## src/hdl/dbs_pkg.sv

```systemverilog
// Package for the deque and bag store: default sizes, request codes,
// status codes and the sequencer state type.
// Has no dependencies; every other file of the block uses it.
package dbs_pkg;

  localparam int DEF_CAPACITY    = 16;
  localparam int DEF_VALUE_WIDTH = 32;

  localparam int FUNC_W   = 3;
  localparam int STATUS_W = 2;
  localparam int PORT_W   = 32;

  // Request codes; codes six and seven are undefined and change nothing.
  localparam logic [FUNC_W-1:0] FUNC_ADD_FRONT = 3'd0;
  localparam logic [FUNC_W-1:0] FUNC_ADD_BACK  = 3'd1;
  localparam logic [FUNC_W-1:0] FUNC_REM_FRONT = 3'd2;
  localparam logic [FUNC_W-1:0] FUNC_REM_BACK  = 3'd3;
  localparam logic [FUNC_W-1:0] FUNC_CONTAINS  = 3'd4;
  localparam logic [FUNC_W-1:0] FUNC_REM_VALUE = 3'd5;

  localparam logic [STATUS_W-1:0] STATUS_OK    = 2'd0;
  localparam logic [STATUS_W-1:0] STATUS_EMPTY = 2'd1;
  localparam logic [STATUS_W-1:0] STATUS_FULL  = 2'd2;

  typedef enum logic [2:0] {
    ST_IDLE,
    ST_EXEC,
    ST_SCAN,
    ST_SHIFT,
    ST_RD_FRONT,
    ST_RD_BACK,
    ST_REPORT
  } dbs_state_e;

endpackage

```

## src/hdl/deque_bag_store_unit.sv

```systemverilog
// Top level of the deque and bag store: request sequencer, state registers
// and output register. Uses dbs_pkg, dbs_slot and dbs_ram.
//
//  Channel   Handshake                   Payload
//  --------  --------------------------  ---------------------------------------
//  request   in_valid_i  / in_stall_o    func_i, item_value_i
//  result    out_valid_o / out_stall_i   status_o, found_o, front_value_o,
//                                        back_value_o, is_empty_o, entry_count_o
//
// One request is in work at a time; in_stall_o is high from acceptance until the
// result is loaded. Each request passes EXEC, RD_FRONT, RD_BACK and REPORT;
// RD_BACK is skipped when the store is left empty. The single RAM read port
// reads each scanned or moved entry once. Reset clears the state, head, count,
// pending and output valid flags only. A stalled result is held in the output
// register while the next request starts.
module deque_bag_store_unit #(
  parameter int CAPACITY    = dbs_pkg::DEF_CAPACITY,
  parameter int VALUE_WIDTH = dbs_pkg::DEF_VALUE_WIDTH
) (
  input  logic                            clk_i,
  input  logic                            rst_ni,
  input  logic                            in_valid_i,
  output logic                            in_stall_o,
  input  logic [dbs_pkg::FUNC_W-1:0]      func_i,
  input  logic signed [dbs_pkg::PORT_W-1:0] item_value_i,
  output logic                            out_valid_o,
  input  logic                            out_stall_i,
  output logic [dbs_pkg::STATUS_W-1:0]    status_o,
  output logic                            found_o,
  output logic signed [dbs_pkg::PORT_W-1:0] front_value_o,
  output logic signed [dbs_pkg::PORT_W-1:0] back_value_o,
  output logic                            is_empty_o,
  output logic [$clog2(CAPACITY+1)-1:0]   entry_count_o
);

  import dbs_pkg::*;

  localparam int IDX_W = $clog2(CAPACITY);
  localparam int CNT_W = $clog2(CAPACITY + 1);
  localparam int VW    = VALUE_WIDTH;
  localparam logic [CNT_W-1:0] CAP_C   = CNT_W'(CAPACITY);
  localparam logic [IDX_W-1:0] LAST_IX = IDX_W'(CAPACITY - 1);

  dbs_state_e state_q, state_d;

  logic [FUNC_W-1:0]   func_q;
  logic [VW-1:0]       val_q, val_in;
  logic [IDX_W-1:0]    head_q, head_d, head_dec, head_inc;
  logic [CNT_W-1:0]    occ_q, occ_d;
  logic [CNT_W-1:0]    idx_q, idx_d;
  logic [CNT_W-1:0]    wr_q, wr_d;
  logic                pend_q, pend_d;
  logic [STATUS_W-1:0] status_q, status_d;
  logic                found_q, found_d;
  logic [VW-1:0]       front_q, front_d;

  logic                out_valid_q;
  logic [STATUS_W-1:0] out_status_q;
  logic                out_found_q;
  logic [PORT_W-1:0]   out_front_q, out_back_q;
  logic                out_empty_q;
  logic [CNT_W-1:0]    out_count_q;
  logic                load_out;
  logic [PORT_W-1:0]   front_ext, back_ext;

  logic                accept;
  logic                ram_we, ram_re, waddr_head;
  logic [CNT_W-1:0]    rd_pos, wr_pos;
  logic [IDX_W-1:0]    rd_slot, wr_slot, ram_waddr;
  logic [VW-1:0]       ram_wdata, ram_rdata;
  logic                match;

  assign accept     = in_valid_i && !in_stall_o;
  assign in_stall_o = (state_q != ST_IDLE);

  // Values are held at VALUE_WIDTH bits and reported sign-extended, or truncated when wider, to the ports.
  generate
    if (VW >= PORT_W) begin : g_wide
      assign val_in    = VW'(item_value_i);
      assign front_ext = front_q[PORT_W-1:0];
      assign back_ext  = ram_rdata[PORT_W-1:0];
    end else begin : g_narrow
      assign val_in    = item_value_i[VW-1:0];
      assign front_ext = {{(PORT_W-VW){front_q[VW-1]}}, front_q};
      assign back_ext  = {{(PORT_W-VW){ram_rdata[VW-1]}}, ram_rdata};
    end
  endgenerate

  assign head_dec = (head_q == '0) ? LAST_IX : (head_q - 1'b1);
  assign head_inc = (head_q == LAST_IX) ? '0 : (head_q + 1'b1);
  assign match    = pend_q && (ram_rdata == val_q);

  dbs_slot #(.CAPACITY(CAPACITY)) u_rd_slot (
    .head_i (head_q),
    .pos_i  (rd_pos),
    .slot_o (rd_slot)
  );

  dbs_slot #(.CAPACITY(CAPACITY)) u_wr_slot (
    .head_i (head_q),
    .pos_i  (wr_pos),
    .slot_o (wr_slot)
  );

  assign ram_waddr = waddr_head ? head_dec : wr_slot;

  dbs_ram #(.WIDTH(VW), .DEPTH(CAPACITY)) u_ram (
    .clk_i   (clk_i),
    .we_i    (ram_we),
    .waddr_i (ram_waddr),
    .wdata_i (ram_wdata),
    .re_i    (ram_re),
    .raddr_i (rd_slot),
    .rdata_o (ram_rdata)
  );

  // Next state.
  always_comb begin
    state_d = state_q;
    unique case (state_q)
      ST_IDLE: begin
        if (accept) state_d = ST_EXEC;
      end
      ST_EXEC: begin
        if ((func_q == FUNC_CONTAINS || func_q == FUNC_REM_VALUE) && occ_q != '0) begin
          state_d = ST_SCAN;
        end else begin
          state_d = ST_RD_FRONT;
        end
      end
      ST_SCAN: begin
        if (match) begin
          state_d = (func_q == FUNC_REM_VALUE) ? ST_SHIFT : ST_RD_FRONT;
        end else if (idx_q >= occ_q) begin
          state_d = ST_RD_FRONT;
        end
      end
      ST_SHIFT: begin
        if (!pend_q && idx_q >= occ_q) state_d = ST_RD_FRONT;
      end
      ST_RD_FRONT: begin
        state_d = (occ_q == '0) ? ST_REPORT : ST_RD_BACK;
      end
      ST_RD_BACK: begin
        state_d = ST_REPORT;
      end
      ST_REPORT: begin
        if (!out_valid_q || !out_stall_i) state_d = ST_IDLE;
      end
      default: state_d = ST_IDLE;
    endcase
  end

  // Sequencer outputs: RAM controls and next values of the working registers.
  always_comb begin
    head_d     = head_q;
    occ_d      = occ_q;
    idx_d      = idx_q;
    wr_d       = wr_q;
    pend_d     = pend_q;
    status_d   = status_q;
    found_d    = found_q;
    front_d    = front_q;
    ram_we     = 1'b0;
    ram_re     = 1'b0;
    waddr_head = 1'b0;
    rd_pos     = idx_q;
    wr_pos     = wr_q;
    ram_wdata  = ram_rdata;
    load_out   = 1'b0;
    unique case (state_q)
      ST_IDLE: begin
        status_d = STATUS_OK;
        found_d  = 1'b0;
      end
      ST_EXEC: begin
        idx_d  = '0;
        pend_d = 1'b0;
        case (func_q)
          FUNC_ADD_FRONT: begin
            if (occ_q == CAP_C) begin
              status_d = STATUS_FULL;
            end else begin
              ram_we     = 1'b1;
              waddr_head = 1'b1;
              ram_wdata  = val_q;
              head_d     = head_dec;
              occ_d      = occ_q + 1'b1;
            end
          end
          FUNC_ADD_BACK: begin
            if (occ_q == CAP_C) begin
              status_d = STATUS_FULL;
            end else begin
              ram_we    = 1'b1;
              wr_pos    = occ_q;
              ram_wdata = val_q;
              occ_d     = occ_q + 1'b1;
            end
          end
          FUNC_REM_FRONT, FUNC_REM_BACK: begin
            if (occ_q == '0) begin
              status_d = STATUS_EMPTY;
            end else begin
              occ_d = occ_q - 1'b1;
              if (func_q == FUNC_REM_FRONT) head_d = head_inc;
            end
          end
          FUNC_CONTAINS, FUNC_REM_VALUE: begin
            if (occ_q == '0) status_d = STATUS_EMPTY;
          end
          default: begin
          end
        endcase
      end
      ST_SCAN: begin
        // Reads are issued one per cycle; the compare looks at the entry
        // whose read was issued in the cycle before.
        if (match) begin
          found_d = 1'b1;
          wr_d    = idx_q - 1'b1;
          pend_d  = 1'b0;
        end else if (idx_q < occ_q) begin
          ram_re = 1'b1;
          rd_pos = idx_q;
          idx_d  = idx_q + 1'b1;
          pend_d = 1'b1;
        end else begin
          pend_d = 1'b0;
        end
      end
      ST_SHIFT: begin
        // Each later entry is read and written one place nearer the front
        // in the following cycle, so the read runs two places ahead.
        if (pend_q) begin
          ram_we = 1'b1;
          wr_pos = wr_q;
          wr_d   = wr_q + 1'b1;
        end
        if (idx_q < occ_q) begin
          ram_re = 1'b1;
          rd_pos = idx_q;
          idx_d  = idx_q + 1'b1;
          pend_d = 1'b1;
        end else begin
          pend_d = 1'b0;
          if (!pend_q) occ_d = occ_q - 1'b1;
        end
      end
      ST_RD_FRONT: begin
        if (occ_q != '0) begin
          ram_re = 1'b1;
          rd_pos = '0;
        end
      end
      ST_RD_BACK: begin
        front_d = ram_rdata;
        ram_re  = 1'b1;
        rd_pos  = occ_q - 1'b1;
      end
      ST_REPORT: begin
        load_out = !out_valid_q || !out_stall_i;
      end
      default: begin
      end
    endcase
  end

  always_ff @(posedge clk_i or negedge rst_ni) begin
    if (!rst_ni) begin
      state_q     <= ST_IDLE;
      head_q      <= '0;
      occ_q       <= '0;
      pend_q      <= 1'b0;
      out_valid_q <= 1'b0;
    end else begin
      state_q <= state_d;
      head_q  <= head_d;
      occ_q   <= occ_d;
      pend_q  <= pend_d;
      if (load_out) begin
        out_valid_q <= 1'b1;
      end else if (!out_stall_i) begin
        out_valid_q <= 1'b0;
      end
    end
  end

  always_ff @(posedge clk_i) begin
    if (accept) begin
      func_q <= func_i;
      val_q  <= val_in;
    end
    idx_q    <= idx_d;
    wr_q     <= wr_d;
    status_q <= status_d;
    found_q  <= found_d;
    front_q  <= front_d;
    if (load_out) begin
      out_status_q <= status_q;
      out_found_q  <= found_q;
      out_empty_q  <= (occ_q == '0);
      out_count_q  <= occ_q;
      out_front_q  <= (occ_q == '0) ? '0 : front_ext;
      out_back_q   <= (occ_q == '0) ? '0 : back_ext;
    end
  end

  assign out_valid_o   = out_valid_q;
  assign status_o      = out_status_q;
  assign found_o       = out_found_q;
  assign front_value_o = out_front_q;
  assign back_value_o  = out_back_q;
  assign is_empty_o    = out_empty_q;
  assign entry_count_o = out_count_q;

endmodule

```

## src/hdl/dbs_ram.sv

```systemverilog
// Generic simple dual-port RAM: one write port and one registered read port.
// Depends on dbs_pkg for its default sizes.
module dbs_ram #(
  parameter int WIDTH = dbs_pkg::DEF_VALUE_WIDTH,
  parameter int DEPTH = dbs_pkg::DEF_CAPACITY
) (
  input  logic                     clk_i,
  input  logic                     we_i,
  input  logic [$clog2(DEPTH)-1:0] waddr_i,
  input  logic [WIDTH-1:0]         wdata_i,
  input  logic                     re_i,
  input  logic [$clog2(DEPTH)-1:0] raddr_i,
  output logic [WIDTH-1:0]         rdata_o
);

  logic [WIDTH-1:0] mem_q [DEPTH];
  logic [WIDTH-1:0] rdata_q;

  always_ff @(posedge clk_i) begin
    if (we_i) begin
      mem_q[waddr_i] <= wdata_i;
    end
    if (re_i) begin
      rdata_q <= mem_q[raddr_i];
    end
  end

  assign rdata_o = rdata_q;

endmodule

```

## src/hdl/dbs_slot.sv

```systemverilog
// Maps a position counted from the front of the store to its buffer slot.
// Depends on dbs_pkg for the default capacity.
module dbs_slot #(
  parameter int CAPACITY = dbs_pkg::DEF_CAPACITY
) (
  input  logic [$clog2(CAPACITY)-1:0]   head_i,
  input  logic [$clog2(CAPACITY+1)-1:0] pos_i,
  output logic [$clog2(CAPACITY)-1:0]   slot_o
);

  localparam int IDX_W = $clog2(CAPACITY);
  localparam int CNT_W = $clog2(CAPACITY + 1);
  localparam int SUM_W = CNT_W + 1;
  localparam logic [SUM_W-1:0] CAP_S = SUM_W'(CAPACITY);

  logic [SUM_W-1:0] sum;
  logic [SUM_W-1:0] wrapped;

  // The head is below the capacity and the position is at most the capacity, so a single
  // compare and subtract is enough for the modulo.
  always_comb begin
    sum     = SUM_W'(head_i) + SUM_W'(pos_i);
    wrapped = (sum >= CAP_S) ? (sum - CAP_S) : sum;
    slot_o  = wrapped[IDX_W-1:0];
  end

endmodule
```

## config.mk

```make
export PLATFORM = sky130hd
export DESIGN_NAME = deque_bag_store_unit
export DESIGN_NICKNAME = d
export VERILOG_FILES = /design/src/hdl/dbs_pkg.sv /design/src/hdl/deque_bag_store_unit.sv /design/src/hdl/dbs_ram.sv /design/src/hdl/dbs_slot.sv
export SDC_FILE = /design/constraint.sdc
export NUM_CORES = 1
export LEC_CHECK = 0
export BUFFER_PORTS_ARGS = -buffer_cell sky130_fd_sc_hd__buf_2
export CAP_MARGIN = 10
export CORE_MARGIN = 1
export CORE_UTILIZATION = 57
export DETAILED_ROUTE_END_ITERATION = 6
export GPL_TIMING_DRIVEN = 0
export PLACE_DENSITY = 0.74
export SYNTH_ARGS = -nofsm -noshare
export SYNTH_HDL_FRONTEND = slang
export SYNTH_SLANG_ARGS = --single-unit
export TNS_END_PERCENT = 5
```

## constraint.sdc

```tcl
create_clock -name clk_i -period 10.13 [get_ports clk_i]
set_clock_uncertainty 0.2 [all_clocks]
set_input_delay 0 -clock clk_i [delete_from_list [all_inputs] [get_ports clk_i]]
set_output_delay 0 -clock clk_i [all_outputs]
set_load 0.01 [all_outputs]
```

==> impl_metrics.toml, run 1 <==
[critical_path]
required_ns = 10.26
cp.arrival_ns = 6.15
worstSetupEndpointType = "flop"
r2r_setup_slack_ns = 4.11
rr_worst_depth = 16
cp-start-kind = "flop"
crit_chain = "inv_1 > ha_1 > or4b_1 > buf_4 > o41ai_4 > nand2_1 > o21ai_0 > ha_1 > inv_1 > fa_1 > clkbuf_1 > clkbuf_1 > clkbuf_1 > mux4_2 > nand2_1 > a31oi_1"
cpMaxStageDelayCell = "clkbuf_1"
cp_max_fo = 10
critical_path_class = "flop to flop"
crit_buf_inv = 6
cp_slowest_stage_delay_ns = 0.76
r2r-end = "u_ram.rdata_o[1]$_DFFE_PP_"
critPathTopFamily = "buffers and inverters"
r2r-start = "occ_q[0]$_DFFE_PN0P_"
cpMostUsedCell = "clkbuf_1"

[cells_and_area]
antennaDiodeCount = 0
fillers = 3055
utilization = 0.685
final_nets = 1871
syn_to_final_growth_pct = 18.5
layout-drive-gt1-share = 0.275

[cts]
clkTransAtPathRegs_ns = 0.06
cts_setup_buffers = 0
cts_buffers = 69
clk_path_buf_depth = 3
ctsResizeCount = 0
clock-root-buffer = "clkbuf_16"
cts_tree = "yes"
clock_latency_ns = 0.61
cts.htree.levels = 3
cts.sinks = 710
ctsHoldBuffers = 74

[power]
p_per_area_nw_per_um2 = 362
cellInternalPower_mw = 7.63
swShare = 0.373
peakVddDrop_mv = 0.218
switching_power_mw = 4.54
p_seq_frac = 0.356
power.total_mw = 12.2
comb_power_share = 0.438
p_leak_nw = 11.1
clockPowerShare = 0.205

[global_routing]
grt_usage = 0.276
grt_max_degree = 35
grt_overflow = 0
grt_pass1_vias = 15451
antenna_found_initial = 1
grt_pass1_wl_mm = 99.2

[routing]
routed_via_density = 6.13
postRouteAntennaNets = 0
vias = 15475
drt_iter0_drc = 1851
first_pass_iters = 5
drcViolationCount = 0
finalWirelength_mm = 68.3
wl_per_cell_um = 27.1

[timing]
setup_viol = 0
fin_crit_ns = 6.02
finalCritPeriodShare = 0.594
slew_headroom = 0.114
finalSetupTns_ns = 0
hold_viol_final = 0
drv_slew = 0
worst_slew_pin_slew_ns = 1.32
rsz0062_at_grt = "no"
max_freq_ghz = 0.166

[floorplanning]
die_h_um = 225
initial_core_util = 0.578
io_pins = 114
core_um2 = 49100
rows = 81
fp.dieArea_um2 = 50600
fp.dieW_um = 225

[worst_hold_path]
min_path_type = "input port to flop"
min_path_cells = 4
hold_end = "out_valid_o$_DFFE_PN0P_"
hold_start = "out_stall_i"

[yosys]
synth_edf_count = 696
yosysUniqueCellTypes = 61
yosysSeqAreaShare = 0.750
ys_top_cells_by_area = "edfxtp_1 74%, mux4_2 10%, and2_1 2.2%"
avgSynthCellArea_um2 = 19.2
synth_top_area_cell = "edfxtp_1"
postSynthRegisterBits = 710
synth_area_um2 = 28400
synth_top_area_share = 0.737
yosysWarnings = 0
synthArstFlopShare = 0.0197
synth_ff_type = "edfxtp_1"
synth_cells = 1480
synth_nets = 1544

[place]
place_hpwl_mm = 44.8
io_buffers = 113
gp_congestion = 0.882

[outcome]
status = "finished, final reports clean"

[run]
cap_violations = 0
cell usage in the layout (no fill, tap or decap), drive strengths merged, types with 22 or more instances in the layout:
cell type,synthesis,layout
edfxtp,696,696
nand2,101,101
and2,100,100
a31oi,32,32
inv,26,29
nor3,25,25
mux4,129,129
nor2,22,22
ha,23,23
buf,29,211
o21ai,22,22
clkinv,1,33
a211oi,33,33
dlygate4sd3,0,74
xnor2,45,45
mux2,32,32
clkbuf,40,124
kinds of logic (layout without fill, tap and decap cells):
| family | count (synthesis) | in the layout | synth area share |
|---|---|---|---|
| fa+ha+maj | 25 | 25 | 0.0116 |
| simple gates | 290 | 290 | 0.0527 |
| buf+inv | 96 | 475 | 0.0150 |
| xor+xnor | 50 | 50 | 0.0161 |
| mux | 165 | 165 | 0.117 |
| compound gates | 144 | 144 | 0.0385 |
| flops | 710 | 710 | 0.750 |
metrics by stage:
stage,worst slack [ns],cell area (um2),hold slack (ns),cells
floorplan,3.89,28400,-0.496,1480
global placement,0.489,29700,-0.261,2257
detailed placement,4.24,30700,-0.250,2326
CTS,4.15,33600,0.0727,2523
global route,3.87,33600,0.147,2523
finish,4.11,33600,0.112,2523
Yosys cell counts, types with 6 or more instances:
cell type / count
ha_1: 23
a211oi_1: 33
clkbuf_1: 40
a31oi_1: 16
dfrtp_1: 14
edfxtp_1: 696
and2_1: 100
xnor2_1: 44
nand2_1: 101
mux2_2: 32
inv_1: 26
nand4_1: 10
nor3_1: 24
nand3_1: 6
mux4_2: 129
a31oi_2: 16
a21oi_1: 20
o21ai_0: 22
nor2_1: 22
buf_2: 17
final cells by class:
cell class	instances	area, um2	share of cell area
clock buffer	84	1890	0.0562
timing repair buffer	256	2120	0.0630
tap	664	831	0.0247
inverter	27	101	0.00302
multi-input combinational	674	6780	0.202
sequential	710	21300	0.633
buffer	69	325	0.00969
clock inverter	39	295	0.00879
worst reg2reg max path, cell delays in order (launching register included):
cell and delay (ns):
dfrtp_1 0.50, inv_1 0.17, ha_1 0.20, or4b_1 0.48
buf_4 0.21, o41ai_4 0.32, nand2_1 0.08, o21ai_0 0.15
ha_1 0.24, inv_1 0.06, fa_1 0.55, clkbuf_1 0.63
clkbuf_1 0.57, clkbuf_1 0.76, mux4_2 0.43, nand2_1 0.09
a31oi_1 0.13
per-layer routing:
| metal | vias to the layer above | global-route usage | share of wire |
|---|---|---|---|
| met5 | - | 0 | 0.00019 |
| met3 | 130 | 0.0441 | 0.089 |
| met1 | 7889 | 0.370 | 0.38 |
| met2 | 883 | 0.455 | 0.50 |
| li1 | 6571 | - | - |
| met4 | 2 | 0.115 | 0.032 |
worst max-delay path by stage:
stage,startpoint,endpoint,cells after the start
2_1_floorplan,state_q[2]$_DFFE_PN0P_,u_ram.mem_q[2][0]$_DFFE_PP_,13
6_report,occ_q[0]$_DFFE_PN0P_,u_ram.rdata_o[1]$_DFFE_PP_,16
5_1_grt,occ_q[0]$_DFFE_PN0P_,u_ram.rdata_o[1]$_DFFE_PP_,16
3_5_place_dp,occ_q[0]$_DFFE_PN0P_,u_ram.rdata_o[1]$_DFFE_PP_,16
4_1_cts,occ_q[0]$_DFFE_PN0P_,u_ram.rdata_o[1]$_DFFE_PP_,15
3_3_place_gp,state_q[2]$_DFFE_PN0P_,u_ram.mem_q[15][23]$_DFFE_PP_,12
power groups by stage:
stage	Combinational, mW	Sequential (mW)	Clock, mW
global placement	5.03	4.41	0
floorplan	3.59	4.30	0
global route	5.66	4.36	2.63
detailed placement	5.24	4.38	0
finish	5.33	4.33	2.50
CTS	5.33	4.33	2.52
registers in the layout (all words and copies together) (netlist names):
signal	count
front_ext	32
found_q	1
is_empty_o	1
u_ram.rdata_o	32
back_value_o	32
status_o	2
u_ram.mem_q	512
found_o	1
front_value_o	32
func_q	3
head_q	4
occ_q	5
status_q	2
out_valid_o	1
val_q	32
entry_count_o	5
state_q	3
idx_q	5
wr_q	4
pend_q	1
No activity file was read; power rests on OpenSTA's default activity.
==> inputs of run 2 (changes only) <==
Settings changed: CORE_UTILIZATION 57 to 55, PLACE_DENSITY 0.74 to 0.75.
Clock period 10.13 ns to 5 ns, I/O delays scaled along.
==> run 2 against run 1 <==
Net effect:
- setup slack worse by 4.0 ns
- sequential share of layout area is 1.3 points lower
- register-to-register slack worse by 4.0 ns
==> impl_metrics.toml, run 2 (synthesis gave the netlist of run 1 again) <==
[outcome]
status = "finished, final reports clean"

[floorplanning]
fp.dieW_um = 229
initial_core_util = 0.562
die_h_um = 229
fp.dieArea_um2 = 52500
io_pins = 114
rows = 82
core_um2 = 50500

[timing]
worst_hold_slack_ns = 0.0648
rsz0062_at_grt = "yes"
worst_slew_pin_slew_ns = 1.19
finalCritPeriodShare = 0.987
drv_slew = 0
worst_slack_ns = 0.0664
hold_viol_final = 0
slew_headroom = 0.209
setup_viol = 0
fin_crit_ns = 4.93
max_freq_ghz = 0.203

[place]
gp_congestion = 0.886
place_hpwl_mm = 44.2
io_buffers = 113
pre_cts_slack_ns = -0.918
placed_cell_area_um2 = 30900

[critical_path]
worstSetupEndpointType = "flop"
cpMaxStageDelayCell = "or3b_2"
cp.arrival_ns = 5.05
r2r_setup_slack_ns = 0.07
crit_chain = "clkbuf_1 > or3b_2 > nor4_4 > nand2_2 > nand2_1 > o21ai_0 > ha_1 > and3_1 > or3_1 > a2111oi_1 > a311oi_2 > o22a_2 > nor3_4 > buf_16 > buf_16"
cpMostUsedCell = "buf_16"
critical_path_class = "flop to flop"
cp_max_fo = 12
required_ns = 5.11
cp_slowest_stage_delay_ns = 0.58
r2r-end = "u_ram.mem_q[4][28]$_DFFE_PP_"
critical_path.startpoint = "state_q[2]$_DFFE_PN0P_"
rr_worst_depth = 15
cp-start-kind = "flop"
r2r-start = "state_q[2]$_DFFE_PN0P_"
endpoint = "u_ram.mem_q[4][28]$_DFFE_PP_"

[cells_and_area]
top_register = "u_ram.mem_q"
fillers = 3118
antennaDiodeCount = 0
syn_to_final_growth_pct = 20.9
final_nets = 1871
largest_reg_flops = 512
design_area_um2 = 34300
final_common_cell = "edfxtp_1"
layout-drive-gt1-share = 0.294
final_cell_mix = "696 x edfxtp_1, 129 x mux4_2, 128 x buf_2, 100 x nand2_1, 99 x and2_1"

[routing]
finalWirelength_mm = 67.9
vias = 15501
wl_per_cell_um = 26.8
postRouteAntennaNets = 0
first_pass_iters = 5
drcViolationCount = 0
routed_via_density = 6.11
drt_iter0_drc = 1835

[global_routing]
grt_usage = 0.265
grt.busiest_layer = "met2"
antenna_found_initial = 0
grt.met1_usage = 0.347
met3_usage = 0.0478
grt_pass1_vias = 15700
use_met2 = 0.440
grt_max_degree = 35
grt_pass1_wl_mm = 101
grt_overflow = 0

[power]
power.total_mw = 25.2
p_leak_nw = 11.5
p_per_area_nw_per_um2 = 735
peakVddDrop_mv = 0.694

[run]
cap_violations = 0

[worst_hold_path]
min_path_type = "input port to flop"

[cts]
clock-root-buffer = "clkbuf_16"
clock_latency_ns = 0.61
cts.sinks = 710
cts.htree.levels = 3
clk_path_buf_depth = 3
cts_tree = "yes"
cts_buffers = 70
clkTransAtPathRegs_ns = 0.06
[run 2: cell types whose count changed in the layout (fill, tap and decap cells not counted), moves of 7 or more]
cell	change
buf_16	+23
buf_4	+23
buf_6	-49
buf_8	+8
clkbuf_1	-12
clkbuf_2	+11
clkbuf_4	+7
nor3_2	-16
nor3_4	+16
[run 2: timing repair]
action	4_1_cts	5_1_grt
setup endpoints to repair	544	453
hold buffers	74	0
buffers inserted	22	2
pin swaps	13	3
endpoints found under the hold margin	105	0
resized for setup	41	38
[run 2: layout make-up]
class / instances / area [um2] / area share
multi-input combinational: 674 / 7000 / 0.204
buffer: 69 / 410 / 0.0120
timing repair buffer: 255 / 2480 / 0.0723
tap: 672 / 841 / 0.0245
sequential: 710 / 21300 / 0.620
inverter: 27 / 101 / 0.00296
clock buffer: 91 / 1870 / 0.0546
clock inverter: 38 / 330 / 0.00964
[run 2: power breakdown]
part | internal, mW | total [mW] | switching [mW]
Combinational | 4.62 | 11.3 | 6.69
Clock | 2.92 | 5.10 | 2.19
Sequential | 8.29 | 8.77 | 0.479
[run 2: worst min-delay path by stage]
stage                     start                 endpoint  depth (start not counted)
finish              out_stall_i  out_valid_o$_DFFE_PN0P_                          4
global route        out_stall_i  out_valid_o$_DFFE_PN0P_                          4
CTS                 out_stall_i  out_valid_o$_DFFE_PN0P_                          4
detailed placement       rst_ni     occ_q[0]$_DFFE_PN0P_                          1
global placement         rst_ni     occ_q[1]$_DFFE_PN0P_                          1
floorplan                rst_ni    head_q[0]$_DFFE_PN0P_                          0
[run 2: through the flow]
stage	utilization	cells	setup TNS, ns
6_report	0.679	2536	0
5_1_grt	0.679	2536	-4.66
4_1_cts	0.677	2534	0
3_5_place_dp	0.613	2309	-210.36
3_3_place_gp	0.591	2265	-1283.40
2_1_floorplan	-	1480	-194.54
[run 2: per-layer routing]
layer  vias to the layer above  part of all wire
li1                       6580                 -
met2                       890              0.50
met4                         0             0.038
met5                         -                 0
met3                       145             0.091
met1                      7886              0.38
[run 2: worst max-delay path, delay by kind of cell (launching register included)]
| kind | cells | cell delay [ns] |
|---|---|---|
| simple gates | 7 | 1.91 |
| buf+inv | 3 | 0.60 |
| fa+ha+maj | 1 | 0.33 |
| flops | 1 | 0.41 |
| compound gates | 4 | 1.17 |
==> inputs of run 3 (changes only) <==
Settings changed: CORE_MARGIN 1 to 2, CTS_BUF_LIST set to sky130_fd_sc_hd__clkbuf_16.
==> run 3 against run 2 <==
Net effect:
- cell count increased by 0.47%
- cell area increased by 0.25%
- first-iteration DRC count decreased by 2.9%
==> impl_metrics.toml, run 3 (synthesis gave the netlist of run 1 again) <==
[outcome]
status = "finished, final reports clean"

[worst_hold_path]
hold_start = "out_stall_i"
hold_end = "out_valid_o$_DFFE_PN0P_"
min_path_type = "input port to flop"
min_path_cells = 4

[timing]
finalCritPeriodShare = 0.986
worst_slew_pin_slew_ns = 1.31
worst_hold_slack_ns = 0.0940
drv_slew = 0
setup_viol = 0
slew_headroom = 0.126
rsz0062_at_grt = "yes"
fin_crit_ns = 4.93
hold_viol_final = 0
max_freq_ghz = 0.203

[critical_path]
cpMaxStageDelayCell = "or3b_2"
r2r-end = "u_ram.mem_q[15][20]$_DFFE_PP_"
cp.arrival_ns = 5.04
crit_chain = "clkbuf_2 > or3b_2 > nor4_4 > nand2_2 > o21ai_0 > ha_1 > and3_1 > or3_1 > and2_1 > a311oi_4 > o22ai_4 > buf_12 > nor3_4 > buf_16 > buf_16"
r2r-start = "state_q[2]$_DFFE_PN0P_"
required_ns = 5.11
critical_path_class = "flop to flop"
cpMostUsedCell = "buf_16"
cp_slowest_stage_delay_ns = 0.55
cp.depth = 15
cp-start-kind = "flop"
worstSetupEndpointType = "flop"
crit_buf_inv = 4
cp_max_fo = 11
rr_worst_depth = 15
critPathTopFamily = "simple AND/OR/NAND/NOR gates"
critical_path.startpoint = "state_q[2]$_DFFE_PN0P_"
r2r_setup_slack_ns = 0.07

[cells_and_area]
antennaDiodeCount = 0
largest_reg_flops = 512
final_nets = 1882
top_register = "u_ram.mem_q"
syn_to_final_growth_pct = 21.2
layout-drive-gt1-share = 0.294
final_common_cell = "edfxtp_1"
final_cell_mix = "696 x edfxtp_1, 132 x buf_2, 129 x mux4_2, 100 x nand2_1, 99 x and2_1"

[floorplanning]
initial_core_util = 0.555
die_h_um = 231
fp.dieW_um = 231
fp.dieArea_um2 = 53400
rows = 83
core_um2 = 51100
io_pins = 114

[cts]
clock-root-buffer = "clkbuf_16"
cts_buffers = 68
clkTransAtPathRegs_ns = 0.06
cts.htree.levels = 3
clock_latency_ns = 0.61
cts_tree = "yes"
cts.sinks = 710
clk_path_buf_depth = 3

[global_routing]
grt_pass1_wl_mm = 103
grt_max_degree = 35
grt_pass1_vias = 16147
antenna_found_initial = 1
grt_overflow = 0
grt_usage = 0.271

[routing]
vias = 15872
postRouteAntennaNets = 0
finalWirelength_mm = 70.9
first_pass_iters = 5
drt_iter0_drc = 1781
drcViolationCount = 0
wl_per_cell_um = 27.8
routed_via_density = 6.23

[run]
cap_violations = 0

[power]
p_per_area_nw_per_um2 = 731
p_leak_nw = 11.6
peakVddDrop_mv = 0.531
power.total_mw = 25.1

[place]
place_hpwl_mm = 44.8
io_buffers = 113
gp_congestion = 0.878
run 3: cell count changes in the layout (fill, tap and decap cells not counted), moves of 3 or more:
cell / previous run / this run
buf_8: 13 / 10
clkinv_1: 13 / 24
buf_12: 5 / 13
clkinv_2: 14 / 7
bufinv_16: 5 / 1
buf_2: 128 / 132
clkbuf_1: 37 / 18
inv_1: 26 / 38
run 3: final cells by class:
type	instances	area [um2]
clock buffers	71	1780
clock inverters	49	259
plain buffers	69	399
inverters	27	101
repair buffers	268	2690
flip-flops and latches	710	21300
fillers	3188	16700
well taps	680	851
multi-input cells	674	7040
run 3: how the worst max path moves through the flow:
| stage | to | slack, ns |
|---|---|---|
| floorplan | u_ram.mem_q[12][0]$_DFFE_PP_ | -0.34 |
| global placement | u_ram.mem_q[15][24]$_DFFE_PP_ | -2.49 |
| detailed placement | u_ram.rdata_o[1]$_DFFE_PP_ | -0.89 |
| CTS | u_ram.mem_q[15][20]$_DFFE_PP_ | 0.01 |
| global route | u_ram.rdata_o[9]$_DFFE_PP_ | -0.06 |
| finish | u_ram.mem_q[15][20]$_DFFE_PP_ | 0.07 |
run 3: through the flow:
step                      TNS (ns)  setup slack [ns]  utilization  cells  area (um2)
after detailed placement   -274.99            -0.891        0.606   2316       30900
final                            0            0.0683        0.673   2548       34400
after global routing        -0.229           -0.0567        0.673   2548       34400
after CTS                        0            0.0123        0.670   2545       34200
after floorplan            -194.54            -0.341            -   1480       28400
after global placement    -1340.89             -2.49        0.584   2273       29800
run 3: power by group:
group	internal (mW)	switching [mW]	total, mW
Sequential	8.29	0.490	8.78
Clock	2.62	2.16	4.78
Combinational	4.68	6.89	11.6
Total	15.6	9.54	25.1
run 3: repair_timing:
item | 4_1_cts | 5_1_grt
endpoints found under the hold margin | 140 | 0
pin swaps | 16 | 2
setup endpoints to repair | 544 | 539
hold buffers | 74 | 0
gates resized for setup | 41 | 36
buffers inserted | 35 | 3
run 3: worst reg2reg max path, stage by stage, from the launching register on:
cell and delay (ns):
dfrtp_1 0.43, clkbuf_2 0.21, or3b_2 0.55, nor4_4 0.26
nand2_2 0.18, o21ai_0 0.25, ha_1 0.32, and3_1 0.19
or3_1 0.40, and2_1 0.23, a311oi_4 0.42, o22ai_4 0.14
buf_12 0.18, nor3_4 0.28, buf_16 0.21, buf_16 0.17
run 3: layer usage:
layer / vias to the layer above / global-route usage / share of wire
met3: 187 / 0.0527 / 0.087
met1: 8145 / 0.345 / 0.37
li1: 6587 / - / -
met5: - / 0 / 0.00017
met2: 951 / 0.446 / 0.50
met4: 2 / 0.142 / 0.047
